## src/rtl/assert_macros.svh

```systemverilog
// Assertion helpers used by the envelope follower RTL.
`ifndef ASSERT_MACROS_SVH
`define ASSERT_MACROS_SVH

// Property checked on every rising clock edge outside reset.
`define AMEF_ASSERT(name, prop, msg) \
   name: assert property (@(posedge clock) disable iff (reset) prop) \
      else $error(msg);

// Implication checked on every rising clock edge outside reset.
`define AMEF_ASSERT_IMPL(name, ante, cons, msg) \
   name: assert property (@(posedge clock) disable iff (reset) (ante) |-> (cons)) \
      else $error(msg);

`endif

```

## src/rtl/amef_pkg.sv

```systemverilog
package amef_pkg;

   localparam int PCM_W      = 16;
   localparam int LEN_W      = 7;
   localparam int GAIN_W     = 12;
   localparam int ALPHA_W    = 17;
   localparam int ENV_W      = 17;
   localparam int CNT_W      = 7;
   localparam int CSR_DATA_W = 17;
   localparam int CSR_IDX_W  = 2;
   localparam int REQ_DATA_W = 16;
   localparam int RSP_DATA_W = 24;

   localparam int DEF_MAX_WINDOW = 64;

   // Q8 gain times sum over count, brought to Q16 of a 16-bit full scale
   localparam int GAIN_SHIFT = 7;

   localparam logic [ENV_W-1:0]   ONE_Q16         = 17'h10000;
   localparam logic [LEN_W-1:0]   RST_WINDOW_LEN  = 7'd64;
   localparam logic [GAIN_W-1:0]  RST_GAIN_Q8     = 12'd640;
   localparam logic [ALPHA_W-1:0] RST_ALPHA       = 17'd6554;

   typedef enum logic [CSR_IDX_W-1:0] {
      REG_WINDOW_LEN   = 2'd0,
      REG_GAIN_Q8      = 2'd1,
      REG_SMOOTH_ALPHA = 2'd2,
      REG_SOURCE_READY = 2'd3
   } reg_index_type;

   typedef enum logic [2:0] {
      S_IDLE,
      S_MUL,
      S_DSTART,
      S_DWAIT,
      S_ENV,
      S_UPD,
      S_EMIT
   } state_type;

endpackage

```

## src/rtl/amef_div.sv

```systemverilog
module amef_div #(
   parameter int DIV_W = 27,
   parameter int DEN_W = 7
) (
   input  logic             clock,
   input  logic             reset,
   input  logic             start,
   input  logic [DIV_W-1:0] dividend,
   input  logic [DEN_W-1:0] divisor,
   output logic             done,
   output logic [DIV_W-1:0] quotient
);

   localparam int STEP_W = $clog2(DIV_W + 1);

   logic [DIV_W-1:0]  quo_ff, quo_in;
   logic [DEN_W-1:0]  rem_ff, rem_in;
   logic [DEN_W-1:0]  den_ff, den_in;
   logic [STEP_W-1:0] step_ff, step_in;
   logic              busy_ff, busy_in;
   logic              done_ff, done_in;

   logic [DEN_W:0] rem_sh;
   logic [DEN_W:0] rem_nx;
   logic           fits;

   // Restoring division, one quotient bit a cycle; dividend shifts out as quotient shifts in
   always_comb begin
      rem_sh  = {rem_ff, quo_ff[DIV_W-1]};
      fits    = rem_sh >= {1'b0, den_ff};
      rem_nx  = fits ? (rem_sh - {1'b0, den_ff}) : rem_sh;
      quo_in  = quo_ff;
      rem_in  = rem_ff;
      den_in  = den_ff;
      step_in = step_ff;
      busy_in = busy_ff;
      done_in = 1'b0;
      if (start) begin
         quo_in  = dividend;
         rem_in  = '0;
         den_in  = divisor;
         step_in = STEP_W'(DIV_W);
         busy_in = 1'b1;
      end else if (busy_ff) begin
         quo_in  = {quo_ff[DIV_W-2:0], fits};
         rem_in  = rem_nx[DEN_W-1:0];
         step_in = step_ff - 1'b1;
         if (step_ff == STEP_W'(1)) begin
            busy_in = 1'b0;
            done_in = 1'b1;
         end
      end
   end

   always_ff @(posedge clock) begin
      if (reset) begin
         step_ff <= '0;
         busy_ff <= 1'b0;
         done_ff <= 1'b0;
      end else begin
         step_ff <= step_in;
         busy_ff <= busy_in;
         done_ff <= done_in;
      end
      quo_ff <= quo_in;
      rem_ff <= rem_in;
      den_ff <= den_in;
   end

   assign done     = done_ff;
   assign quotient = quo_ff;

endmodule

```

## src/rtl/abs_mean_envelope_follower.sv

```systemverilog
// Mean-absolute envelope follower. Each request word carries one signed 16-bit PCM sample
// (tuser marks it present, tlast ends the read). Magnitudes add up in a window that closes
// when its sample count reaches window_len (0 acts as 1, capped at MAX_WINDOW) or on tlast.
// An accumulating word leaves the block ready for the next; a closing word holds off new
// words until its result is issued. The serial divider yields one quotient bit a cycle; an
// empty window skips the divide. At close the mean, scaled by gain_q8 and clamped to 1.0 in
// Q16, feeds a one-pole smoother whose output goes out with the sample count; multiplies
// share one multiplier. With source_ready low, samples are dropped and a tlast word returns
// envelope 0, count 0. The user must write registers through csr_wen/csr_index/csr_wdata
// only while the block is idle; the block does not enforce this.
`include "assert_macros.svh"

module abs_mean_envelope_follower #(
   parameter int MAX_WINDOW = amef_pkg::DEF_MAX_WINDOW
) (
   input  logic                                clock,
   input  logic                                reset,
   // request: tdata = pcm_sample[15:0]; tuser = has_sample; tlast = end_of_read
   input  logic                                req_tvalid,
   output logic                                req_tready,
   input  logic [amef_pkg::REQ_DATA_W-1:0]     req_tdata,
   input  logic                                req_tuser,
   input  logic                                req_tlast,
   // response: tdata = envelope[16:0], samples_used[23:17]
   output logic                                rsp_tvalid,
   input  logic                                rsp_tready,
   output logic [amef_pkg::RSP_DATA_W-1:0]     rsp_tdata,
   input  logic                                csr_wen,
   input  logic [amef_pkg::CSR_IDX_W-1:0]      csr_index,
   input  logic [amef_pkg::CSR_DATA_W-1:0]     csr_wdata
);

   import amef_pkg::*;

   localparam int SUM_W   = $clog2(MAX_WINDOW) + PCM_W;
   localparam int DIFF_W  = ENV_W + 1;
   localparam int MA_W    = (SUM_W + 1 > DIFF_W) ? SUM_W + 1 : DIFF_W;
   localparam int MP_W    = MA_W + DIFF_W;
   localparam int DIV_W   = SUM_W + GAIN_W - GAIN_SHIFT;
   localparam int CNT_MAX = (1 << CNT_W) - 1;
   localparam int CAP     = (MAX_WINDOW > CNT_MAX) ? CNT_MAX : MAX_WINDOW;
   localparam logic [CNT_W-1:0] CAP_V = CNT_W'(CAP);

   state_type state_ff, state_in;

   logic [LEN_W-1:0]   window_len_ff, window_len_in;
   logic [GAIN_W-1:0]  gain_ff, gain_in;
   logic [ALPHA_W-1:0] alpha_ff, alpha_in;
   logic               src_rdy_ff, src_rdy_in;

   logic [SUM_W-1:0]   sum_ff, sum_in;
   logic [CNT_W-1:0]   cnt_ff, cnt_in;
   logic [ENV_W-1:0]   env_ff, env_in;
   logic [SUM_W-1:0]   op_sum_ff, op_sum_in;
   logic [CNT_W-1:0]   op_cnt_ff, op_cnt_in;
   logic [MP_W-1:0]    mprod_ff, mprod_in;
   logic [ENV_W-1:0]   norm_ff, norm_in;
   logic [ENV_W-1:0]   res_env_ff, res_env_in;
   logic [CNT_W-1:0]   res_cnt_ff, res_cnt_in;
   logic               rsp_valid_ff, rsp_valid_in;
   logic [ENV_W-1:0]   rsp_env_ff, rsp_env_in;
   logic [CNT_W-1:0]   rsp_cnt_ff, rsp_cnt_in;

   logic [PCM_W-1:0]         pcm;
   logic [PCM_W-1:0]         mag;
   logic [SUM_W-1:0]         sum_new;
   logic [CNT_W-1:0]         cnt_new;
   logic [CNT_W-1:0]         eff_len;
   logic                     close_win;
   logic                     accept;
   logic [ALPHA_W-1:0]       alpha_eff;
   logic signed [MA_W-1:0]   mult_a;
   logic signed [DIFF_W-1:0] mult_b;
   logic signed [MP_W-1:0]   mult_p;
   logic signed [DIFF_W-1:0] delta;
   logic signed [DIFF_W-1:0] env_sum;
   logic                     div_start;
   logic                     div_done;
   logic [DIV_W-1:0]         div_quo;

   amef_div #(
      .DIV_W(DIV_W),
      .DEN_W(CNT_W)
   ) u_div (
      .clock    (clock),
      .reset    (reset),
      .start    (div_start),
      .dividend (mprod_ff[SUM_W+GAIN_W-1:GAIN_SHIFT]),
      .divisor  (op_cnt_ff),
      .done     (div_done),
      .quotient (div_quo)
   );

   // Datapath helpers
   always_comb begin
      pcm       = req_tdata[PCM_W-1:0];
      mag       = pcm[PCM_W-1] ? (~pcm + 1'b1) : pcm;
      sum_new   = sum_ff + (req_tuser ? SUM_W'(mag) : '0);
      cnt_new   = cnt_ff + CNT_W'(req_tuser);
      if (window_len_ff == '0) begin
         eff_len = CNT_W'(1);
      end else if (window_len_ff > CAP_V) begin
         eff_len = CAP_V;
      end else begin
         eff_len = window_len_ff;
      end
      close_win = req_tlast || (cnt_new >= eff_len);
      alpha_eff = (alpha_ff > ONE_Q16) ? ONE_Q16 : alpha_ff;
      // shared multiplier: sum * gain at close, then alpha * (norm - env)
      if (state_ff == S_MUL) begin
         mult_a = $signed({{(MA_W-SUM_W){1'b0}}, op_sum_ff});
         mult_b = $signed({{(DIFF_W-GAIN_W){1'b0}}, gain_ff});
      end else begin
         mult_a = $signed({{(MA_W-ALPHA_W){1'b0}}, alpha_eff});
         mult_b = $signed({1'b0, norm_ff}) - $signed({1'b0, env_ff});
      end
      mult_p  = mult_a * mult_b;
      // floor(alpha * diff / 2^16), two's complement
      delta   = $signed(mprod_ff[16+DIFF_W-1:16]);
      env_sum = $signed({1'b0, env_ff}) + delta;
   end

   assign accept = req_tvalid && req_tready;

   always_comb begin
      state_in      = state_ff;
      window_len_in = window_len_ff;
      gain_in       = gain_ff;
      alpha_in      = alpha_ff;
      src_rdy_in    = src_rdy_ff;
      sum_in        = sum_ff;
      cnt_in        = cnt_ff;
      env_in        = env_ff;
      op_sum_in     = op_sum_ff;
      op_cnt_in     = op_cnt_ff;
      mprod_in      = mprod_ff;
      norm_in       = norm_ff;
      res_env_in    = res_env_ff;
      res_cnt_in    = res_cnt_ff;
      rsp_valid_in  = rsp_valid_ff && !rsp_tready;
      rsp_env_in    = rsp_env_ff;
      rsp_cnt_in    = rsp_cnt_ff;
      div_start     = 1'b0;
      req_tready    = (state_ff == S_IDLE);

      if (csr_wen) begin
         case (reg_index_type'(csr_index))
            REG_WINDOW_LEN:   window_len_in = csr_wdata[LEN_W-1:0];
            REG_GAIN_Q8:      gain_in       = csr_wdata[GAIN_W-1:0];
            REG_SMOOTH_ALPHA: alpha_in      = csr_wdata[ALPHA_W-1:0];
            REG_SOURCE_READY: src_rdy_in    = csr_wdata[0];
            default: ;
         endcase
      end

      case (state_ff)
         S_IDLE: begin
            if (accept) begin
               if (!src_rdy_ff) begin
                  // silence: drop the sample, a tlast word returns zero
                  if (req_tlast) begin
                     sum_in     = '0;
                     cnt_in     = '0;
                     res_env_in = '0;
                     res_cnt_in = '0;
                     state_in   = S_EMIT;
                  end
               end else if (close_win) begin
                  op_sum_in = sum_new;
                  op_cnt_in = cnt_new;
                  sum_in    = '0;
                  cnt_in    = '0;
                  state_in  = S_MUL;
               end else begin
                  sum_in = sum_new;
                  cnt_in = cnt_new;
               end
            end
         end
         S_MUL: begin
            mprod_in = MP_W'(mult_p);
            if (op_cnt_ff == '0) begin
               norm_in  = '0;
               state_in = S_ENV;
            end else begin
               state_in = S_DSTART;
            end
         end
         S_DSTART: begin
            div_start = 1'b1;
            state_in  = S_DWAIT;
         end
         S_DWAIT: begin
            if (div_done) begin
               norm_in  = (div_quo > DIV_W'(ONE_Q16)) ? ONE_Q16 : div_quo[ENV_W-1:0];
               state_in = S_ENV;
            end
         end
         S_ENV: begin
            mprod_in = MP_W'(mult_p);
            state_in = S_UPD;
         end
         S_UPD: begin
            env_in     = env_sum[ENV_W-1:0];
            res_env_in = env_sum[ENV_W-1:0];
            res_cnt_in = op_cnt_ff;
            state_in   = S_EMIT;
         end
         S_EMIT: begin
            // hold until the output register is free
            if (!rsp_valid_ff || rsp_tready) begin
               rsp_valid_in = 1'b1;
               rsp_env_in   = res_env_ff;
               rsp_cnt_in   = res_cnt_ff;
               state_in     = S_IDLE;
            end
         end
         default: state_in = S_IDLE;
      endcase
   end

   always_ff @(posedge clock) begin
      if (reset) begin
         state_ff      <= S_IDLE;
         window_len_ff <= RST_WINDOW_LEN;
         gain_ff       <= RST_GAIN_Q8;
         alpha_ff      <= RST_ALPHA;
         src_rdy_ff    <= 1'b0;
         sum_ff        <= '0;
         cnt_ff        <= '0;
         env_ff        <= '0;
         rsp_valid_ff  <= 1'b0;
      end else begin
         state_ff      <= state_in;
         window_len_ff <= window_len_in;
         gain_ff       <= gain_in;
         alpha_ff      <= alpha_in;
         src_rdy_ff    <= src_rdy_in;
         sum_ff        <= sum_in;
         cnt_ff        <= cnt_in;
         env_ff        <= env_in;
         rsp_valid_ff  <= rsp_valid_in;
      end
      op_sum_ff  <= op_sum_in;
      op_cnt_ff  <= op_cnt_in;
      mprod_ff   <= mprod_in;
      norm_ff    <= norm_in;
      res_env_ff <= res_env_in;
      res_cnt_ff <= res_cnt_in;
      rsp_env_ff <= rsp_env_in;
      rsp_cnt_ff <= rsp_cnt_in;
   end

   assign rsp_tvalid = rsp_valid_ff;
   assign rsp_tdata  = {rsp_cnt_ff, rsp_env_ff};

   `AMEF_ASSERT(a_env_in_range, env_ff <= ONE_Q16, "envelope above 1.0")
   `AMEF_ASSERT_IMPL(a_div_done_wait, div_done, state_ff == S_DWAIT,
      "divider finished outside its wait state")
   `AMEF_ASSERT_IMPL(a_rsp_from_emit, $rose(rsp_valid_ff), $past(state_ff == S_EMIT),
      "response raised without a pending result")
   `AMEF_ASSERT_IMPL(a_silent_keeps_env, $past(accept && !src_rdy_ff), $stable(env_ff),
      "envelope changed while the source was down")

endmodule

```

## config.mk

```make
export PLATFORM = sky130hd
export DESIGN_NAME = abs_mean_envelope_follower
export DESIGN_NICKNAME = d
export VERILOG_FILES = /design/src/rtl/amef_pkg.sv /design/src/rtl/amef_div.sv /design/src/rtl/abs_mean_envelope_follower.sv
export VERILOG_INCLUDE_DIRS = /design/src /design/src/rtl
export SDC_FILE = /design/constraint.sdc
export NUM_CORES = 1
export LEC_CHECK = 0
export BUFFER_PORTS_ARGS = -buffer_cell sky130_fd_sc_hd__buf_4
export CORE_MARGIN = 1
export CORE_UTILIZATION = 45
export CTS_CLUSTER_SIZE = 10
export DETAILED_ROUTE_END_ITERATION = 6
export RECOVER_POWER = 25
export SLEW_MARGIN = 40
export SYNTH_ARGS = -nofsm -noshare
export SYNTH_HDL_FRONTEND = slang
export SYNTH_SLANG_ARGS = --single-unit
```

## constraint.sdc

```tcl
create_clock -name clock -period 22.6 [get_ports clock]
set_clock_uncertainty 0.1 [all_clocks]
set_input_delay 2.26 -clock clock [delete_from_list [all_inputs] [get_ports clock]]
set_output_delay 2.26 -clock clock [all_outputs]
set_load 0.01 [all_outputs]
```

==> results of run 1 <==
==> area by class of cell <==
cell class | instances | area [sq um]
clock buffer | 52 | 885
tap | 696 | 871
multi-input combinational | 1861 | 15800
inverter | 459 | 1720
fill | 5015 | 27000
timing repair buffer | 89 | 661
sequential | 256 | 6680
clock inverter | 4 | 42.5
==> metal layers <==
| layer | vias to the layer above | routed length, um |
|---|---|---|
| li1 | 8570 | - |
| met1 | 9168 | 28800 |
| met2 | 529 | 31500 |
| met3 | 101 | 3460 |
| met4 | 0 | 1710 |
| met5 | - | 0 |
==> worst register-to-register path: cells and delay by family, from the launching register on <==
kind / cells / cell delay, ns
adders and majority gates: 8 / 3.54
buffers and inverters: 4 / 0.25
AOI/OAI and AO/OA: 13 / 3.45
and+or+nand+nor: 6 / 0.84
xor gates and xnor gates: 1 / 0.12
DFF: 1 / 0.41
==> registers in the layout, indices dropped and copies added (netlist names) <==
register	cells
res_env_ff	17
rsp_cnt_ff	7
u_div.rem_ff	7
state_ff	3
window_len_ff	7
src_rdy_ff	1
u_div.den_ff	7
env_ff	17
alpha_ff	17
u_div.busy_ff	1
op_cnt_ff	7
u_div.quotient	27
cnt_ff	7
mprod_ff	27
sum_ff	22
rsp_env_ff	17
gain_ff	12
res_cnt_ff	7
rsp_tvalid	1
u_div.done	1
op_sum_ff	22
u_div.step_ff	5
norm_ff	17
==> Yosys cell counts (28+ instances only) <==
cell type,n
clkbuf_1,78
nand3_1,42
and2_1,74
ha_1,168
o21ai_0,51
xnor2_1,70
xor2_1,31
fa_1,311
dfxtp_1,101
a22oi_1,28
nor3_1,35
a21o_1,28
a21oi_1,101
nor2_1,163
inv_1,457
edfxtp_1,155
nand2_1,473
and3_1,28
==> cell families after synthesis <==
kind of cell | synth area share
other | 0.000307
XOR/XNOR | 0.0362
flip-flops | 0.273
AO/OA/AOI/OAI | 0.0809
buffers and inverters | 0.0849
adder cells (fa/ha/maj) | 0.341
multiplexers | 0.00574
AND/OR/NAND/NOR | 0.178
==> path summary, 6_finish.rpt <==
check	from	endpoint	slack (ns)	depth (start not counted)
setup / recovery	env_ff[1]$_SDFFE_PP0N_	mprod_ff[31]$_DFFE_PP_	13.60	32
hold / removal	res_env_ff[8]$_SDFFCE_PP0P_	rsp_env_ff[8]$_DFFE_PP_	0.32	0
setup reg to reg	env_ff[1]$_SDFFE_PP0N_	mprod_ff[31]$_DFFE_PP_	13.60	32
hold reg to reg	res_env_ff[8]$_SDFFCE_PP0P_	rsp_env_ff[8]$_DFFE_PP_	0.32	0
==> per-stage QoR <==
stage	utilization	cells	setup WS [ns]	instance area [sq um]	hold slack, ns
after global routing	0.496	3417	13.02	26700	0.323
after global placement	0.478	3361	13.59	25700	0.304
final	0.496	3417	13.60	26700	0.317
after floorplan	-	2667	14.41	24500	0.300
after detailed placement	0.479	3361	13.40	25700	0.305
after CTS	0.496	3417	13.37	26700	0.318
==> impl_results.md, run 1 <==
- Met2 Track Usage GR: 0.411
- Required @ worst endpoint: around 23 ns
- Routability cong.: 0.938
- Clk root buf: clkbuf_16
- Dpl hpwl: 52400 um
- TritonCTS clock tree: yes
- Antenna violations before repair: 0
- Fin Setup TNS: 0 ns
- Class of the worst hold path: register to register
- Critical Path End Type: register
- TritonCTS Sinks: 256
- Seq/Total Area, Yosys: 0.273
- Die Width: between 200 and 250 um
- Post-synth top area share: 0.255
- Synth top area cells: fa_1, edfxtp_1, ha_1
- Worst-path fanout max: 17
- Commonest non-fill, non-tap cells in the layout: nand2_1, inv_1, fa_1
- Total wire length: 65500 um
- Number of synthesized flops with an enable pin: 155
- Synthesized area per cell: 9.19 sq um
- Delay-heaviest family, CP: adder cells
- Buf/Inv on CP: 4
- Vias per cell: 5.38
- Wire per inst: about 19 um
- CTS resizes: 0
- Max Cap Viol: 2
- Total CTS buffers: 31
- Slew Viols, Final: 66
- Synth unique cells: 78
- Total gr overflow: 0
- Synth Instances: between 2000 and 3000
- #FFs+latches synth: 256
- DR iter-0 viols: 1125
- Most common cell after layout, fill and taps aside: nand2_1
- Largest net degree at the start of global routing: 97
- Crit start category: register
- # diodes: 0
- Async S/R FF share, synth: 0
- Crit path largest cell delay: ~0.56 ns
- Setup bufs post-CTS: 0
- Core ar.: 53700 sq um
- RSZ-0062 raised after global routing: false
- Via count: between 15000 and 20000
- Ys Warns: 0
- Routed Antenna Nets: 0
- Worst-margin pin slew: approximately 1.7 ns
- # port buffers: between 60 and 70
- FP Rows: 85
- DIE AREA: about 55000 sq um
- First-pass GRT wire length: 105000 um
- Busiest grt layer: met2
- Maximum clock frequency: 111 MHz
- Vias in the first global route: about 19000
- Failing checks: max-capacitance violations, max-slew violations
- Hold Violations, Final: 0
- Relative slew slack: -0.166
- Post-CTS Hold Buffers: 0
- Clock insertion delay at the later pin of the skew report: 0.58 ns
- Top cell by count, worst path: fa_1
- WS Path Type: register to register
- Clock period minus worst slack: between 8 and 9 ns
- Gr usage total: 0.241
- H-tree depth: 1
- Post-synth top flop: edfxtp_1
- Outcome: finished, violations left
- Clk slew on worst S/H paths: 0.06 ns
- # setup viols final: 0
- Initial Util: 0.455
- Final layout net count: 3219
- Max clock buf depth: 3
- Drt drc: 0
- Synth area leader: fa_1
- Crit-path slowest cell: fa_1
- Period Utilization, post-route: 0.398
- Layout cells sized above 1: 0.0625
- Syn-to-layout area delta: 9.16%
- Endpoint arrival time on the critical path: 9.22 ns
- DRT Pass-1 Iters: 5
- Chip height: about 230 um
- GR Util met3: 0.0274
- Syn Std Cell Area: 24400 sq um
- Met1 Use GR: 0.327
- IO Count: 68
Power of run 1 is left out: the tool's default activity adds up to more than one toggle a clock period on the data nets, which glitch-free logic cannot reach.
==> inputs of run 2 (changes only) <==
- clock period: 22.6 -> 9.3 ns (I/O delays scaled with it)
==> impl_results.md, run 2 (synthesized netlist as in run 1, its figures left out) <==
- # fillers: 4964 (was 5015)
- First-pass GRT wire length: 104000 um (was 105000 um)
- Clock period minus worst slack: 8.81 ns (was 9.00 ns)
- Maximum clock frequency: 114 MHz (was 111 MHz)
- Post-CTS Hold Buffers: 0 (unchanged)
- H-tree depth: 1 (unchanged)
- Core ar.: 53700 sq um (unchanged)
- Buf/Inv on CP: 5 (was 4)
- Die Width: 235 um (unchanged)
- Period Utilization, post-route: 0.947 (was 0.398)
- Wire per inst: 18.9 um (was 19.2 um)
- Antenna violations before repair: 2 (was 0)
- Routability cong.: 0.959 (was 0.938)
- Worst-margin pin slew: 4.41 ns (was 1.75 ns)
- Commonest non-fill, non-tap cells in the layout: nand2_1, inv_1, fa_1 (unchanged)
- Top cell by count, worst path: fa_1 (unchanged)
- Routed length on met1: 28400 um (was 28800 um)
- Relative slew slack: -1.94 (was -0.166)
- TritonCTS Sinks: 256 (unchanged)
- DR WL met3: 3760 um (was 3460 um)
- Initial Util: 0.455 (unchanged)
- RSZ-0062 raised after global routing: false (unchanged)
- Slew Viols, Final: 163 (was 66)
- Hold Violations, Final: 0 (unchanged)
- Worst-path fanout max: 8 (was 17)
- WS Path Type: register to register (unchanged)
- Total gr overflow: 0 (unchanged)
- Class of the worst hold path: register to register (unchanged)
- Fin Setup TNS: 0 ns (unchanged)
- DIE AREA: 55200 sq um (unchanged)
- Detail Route met2 WL: 30700 um (was 31500 um)
- Layout cells sized above 1: 0.0698 (was 0.0625)
- IO Count: 68 (unchanged)
- # port buffers: 67 (unchanged)
- DRT Pass-1 Iters: 6 (was 5)
- CTS resizes: 0 (unchanged)
- Vias in the first global route: 18800 (was 19000)
- Total wire length: 65100 um (was 65500 um)
- DR iter-0 viols: 1221 (was 1125)
- Delay-heaviest family, CP: adder cells (unchanged)
- Crit-path slowest cell: fa_1 (unchanged)
- Syn-to-layout area delta: 9.87% (was 9.16%)
- Largest net degree at the start of global routing: 97 (unchanged)
- Routed Antenna Nets: 0 (unchanged)
- Drt drc: 0 (unchanged)
- Final Instance Area: 26800 sq um (was 26700 sq um)
- Flip-flop and latch area: 6680 sq um (unchanged)
- TritonCTS clock tree: yes (unchanged)
- Failing checks: max-capacitance violations, max-slew violations (unchanged)
- Final layout net count: 3248 (was 3219)
- # setup viols final: 0 (unchanged)
- Clk root buf: clkbuf_16 (unchanged)
- Max Cap Viol: 3 (was 2)
- # diodes: 0 (unchanged)
- Crit start category: register (unchanged)
- Crit path largest cell delay: 0.56 ns (about the same)
- Multi-input logic area: 15800 sq um (about the same)
- Required @ worst endpoint: 9.62 ns (was 22.83 ns)
- Max clock buf depth: 3 (unchanged)
- Highest routed layer: met4 (unchanged)
- FP Rows: 85 (unchanged)
- Endpoint arrival time on the critical path: 9.12 ns (was 9.22 ns)
- Setup bufs post-CTS: 0 (unchanged)
- Critical Path End Type: register (unchanged)
- Chip height: 235 um (unchanged)
- Gr usage total: 0.240 (was 0.241)
- Outcome: finished, violations left (unchanged)
- Via count: 18400 (about the same)
- Most common cell after layout, fill and taps aside: nand2_1 (unchanged)
- Clk slew on worst S/H paths: 0.06 ns (about the same)
- Vias per cell: 5.33 (was 5.38)
- Total CTS buffers: 31 (unchanged)
- Dpl cell area: 25900 sq um (was 25700 sq um)
- Clock insertion delay at the later pin of the skew report: 0.58 ns (about the same)
- Dpl hpwl: 52500 um (was 52400 um)
## run 2: cell types whose count changed in the layout (fill, tap and decap cells not counted), sizes merged
cell    delta
clkbuf     +3
buf       +28
## run 2: path summary, 6_finish.rpt
check / to / cells after the start / slack [ns] / from
worst min register to register: rsp_env_ff[2]$_DFFE_PP_ / 0 / 0.31 / res_env_ff[2]$_SDFFCE_PP0P_
worst max-delay path: mprod_ff[33]$_DFFE_PP_ / 33 / 0.49 / env_ff[2]$_SDFFE_PP0N_
worst min-delay path: rsp_env_ff[2]$_DFFE_PP_ / 0 / 0.31 / res_env_ff[2]$_SDFFCE_PP0P_
worst max register to register: mprod_ff[33]$_DFFE_PP_ / 33 / 0.49 / env_ff[2]$_SDFFE_PP0N_
## run 2: layout make-up
class                           instances  area share
Clock buffer                           54      0.0332
Clock inverter                          4     0.00140
Inverter                              459      0.0642
Multi-Input combinational cell       1861       0.587
Sequential cell                       256       0.249
Tap cell                              696      0.0324
Timing Repair Buffer                  118      0.0327
## run 2: worst reg2reg max path, delay by kind of cell (launching register included)
kind                     cells  cell delay [ns]
AO/OA/AOI/OAI               11             2.39
adder cells (fa/ha/maj)      8             3.62
AND/OR/NAND/NOR              9             1.83
flip-flops                   1             0.36
buffers and inverters        5             0.37
## run 2: metrics by stage
| step | setup WS [ns] | util | cells | hold WS [ns] |
|---|---|---|---|---|
| 5_1_grt | 0.0577 | 0.500 | 3448 | 0.320 |
| 6_report | 0.494 | 0.500 | 3448 | 0.314 |
| 2_1_floorplan | 1.11 | - | 2667 | 0.300 |
| 4_1_cts | 0.533 | 0.500 | 3448 | 0.317 |
| 3_3_place_gp | 0.687 | 0.482 | 3389 | 0.302 |
| 3_5_place_dp | 0.559 | 0.483 | 3390 | 0.305 |
## run 2: layer usage
layer / GRT usage / vias to the layer above
met1: 0.328 / 9120
met2: 0.398 / 532
met3: 0.0298 / 114
met5: 0 / -
met4: 0.0770 / 0
li1: - / 8629
Power of run 2 is left out for the same reason.
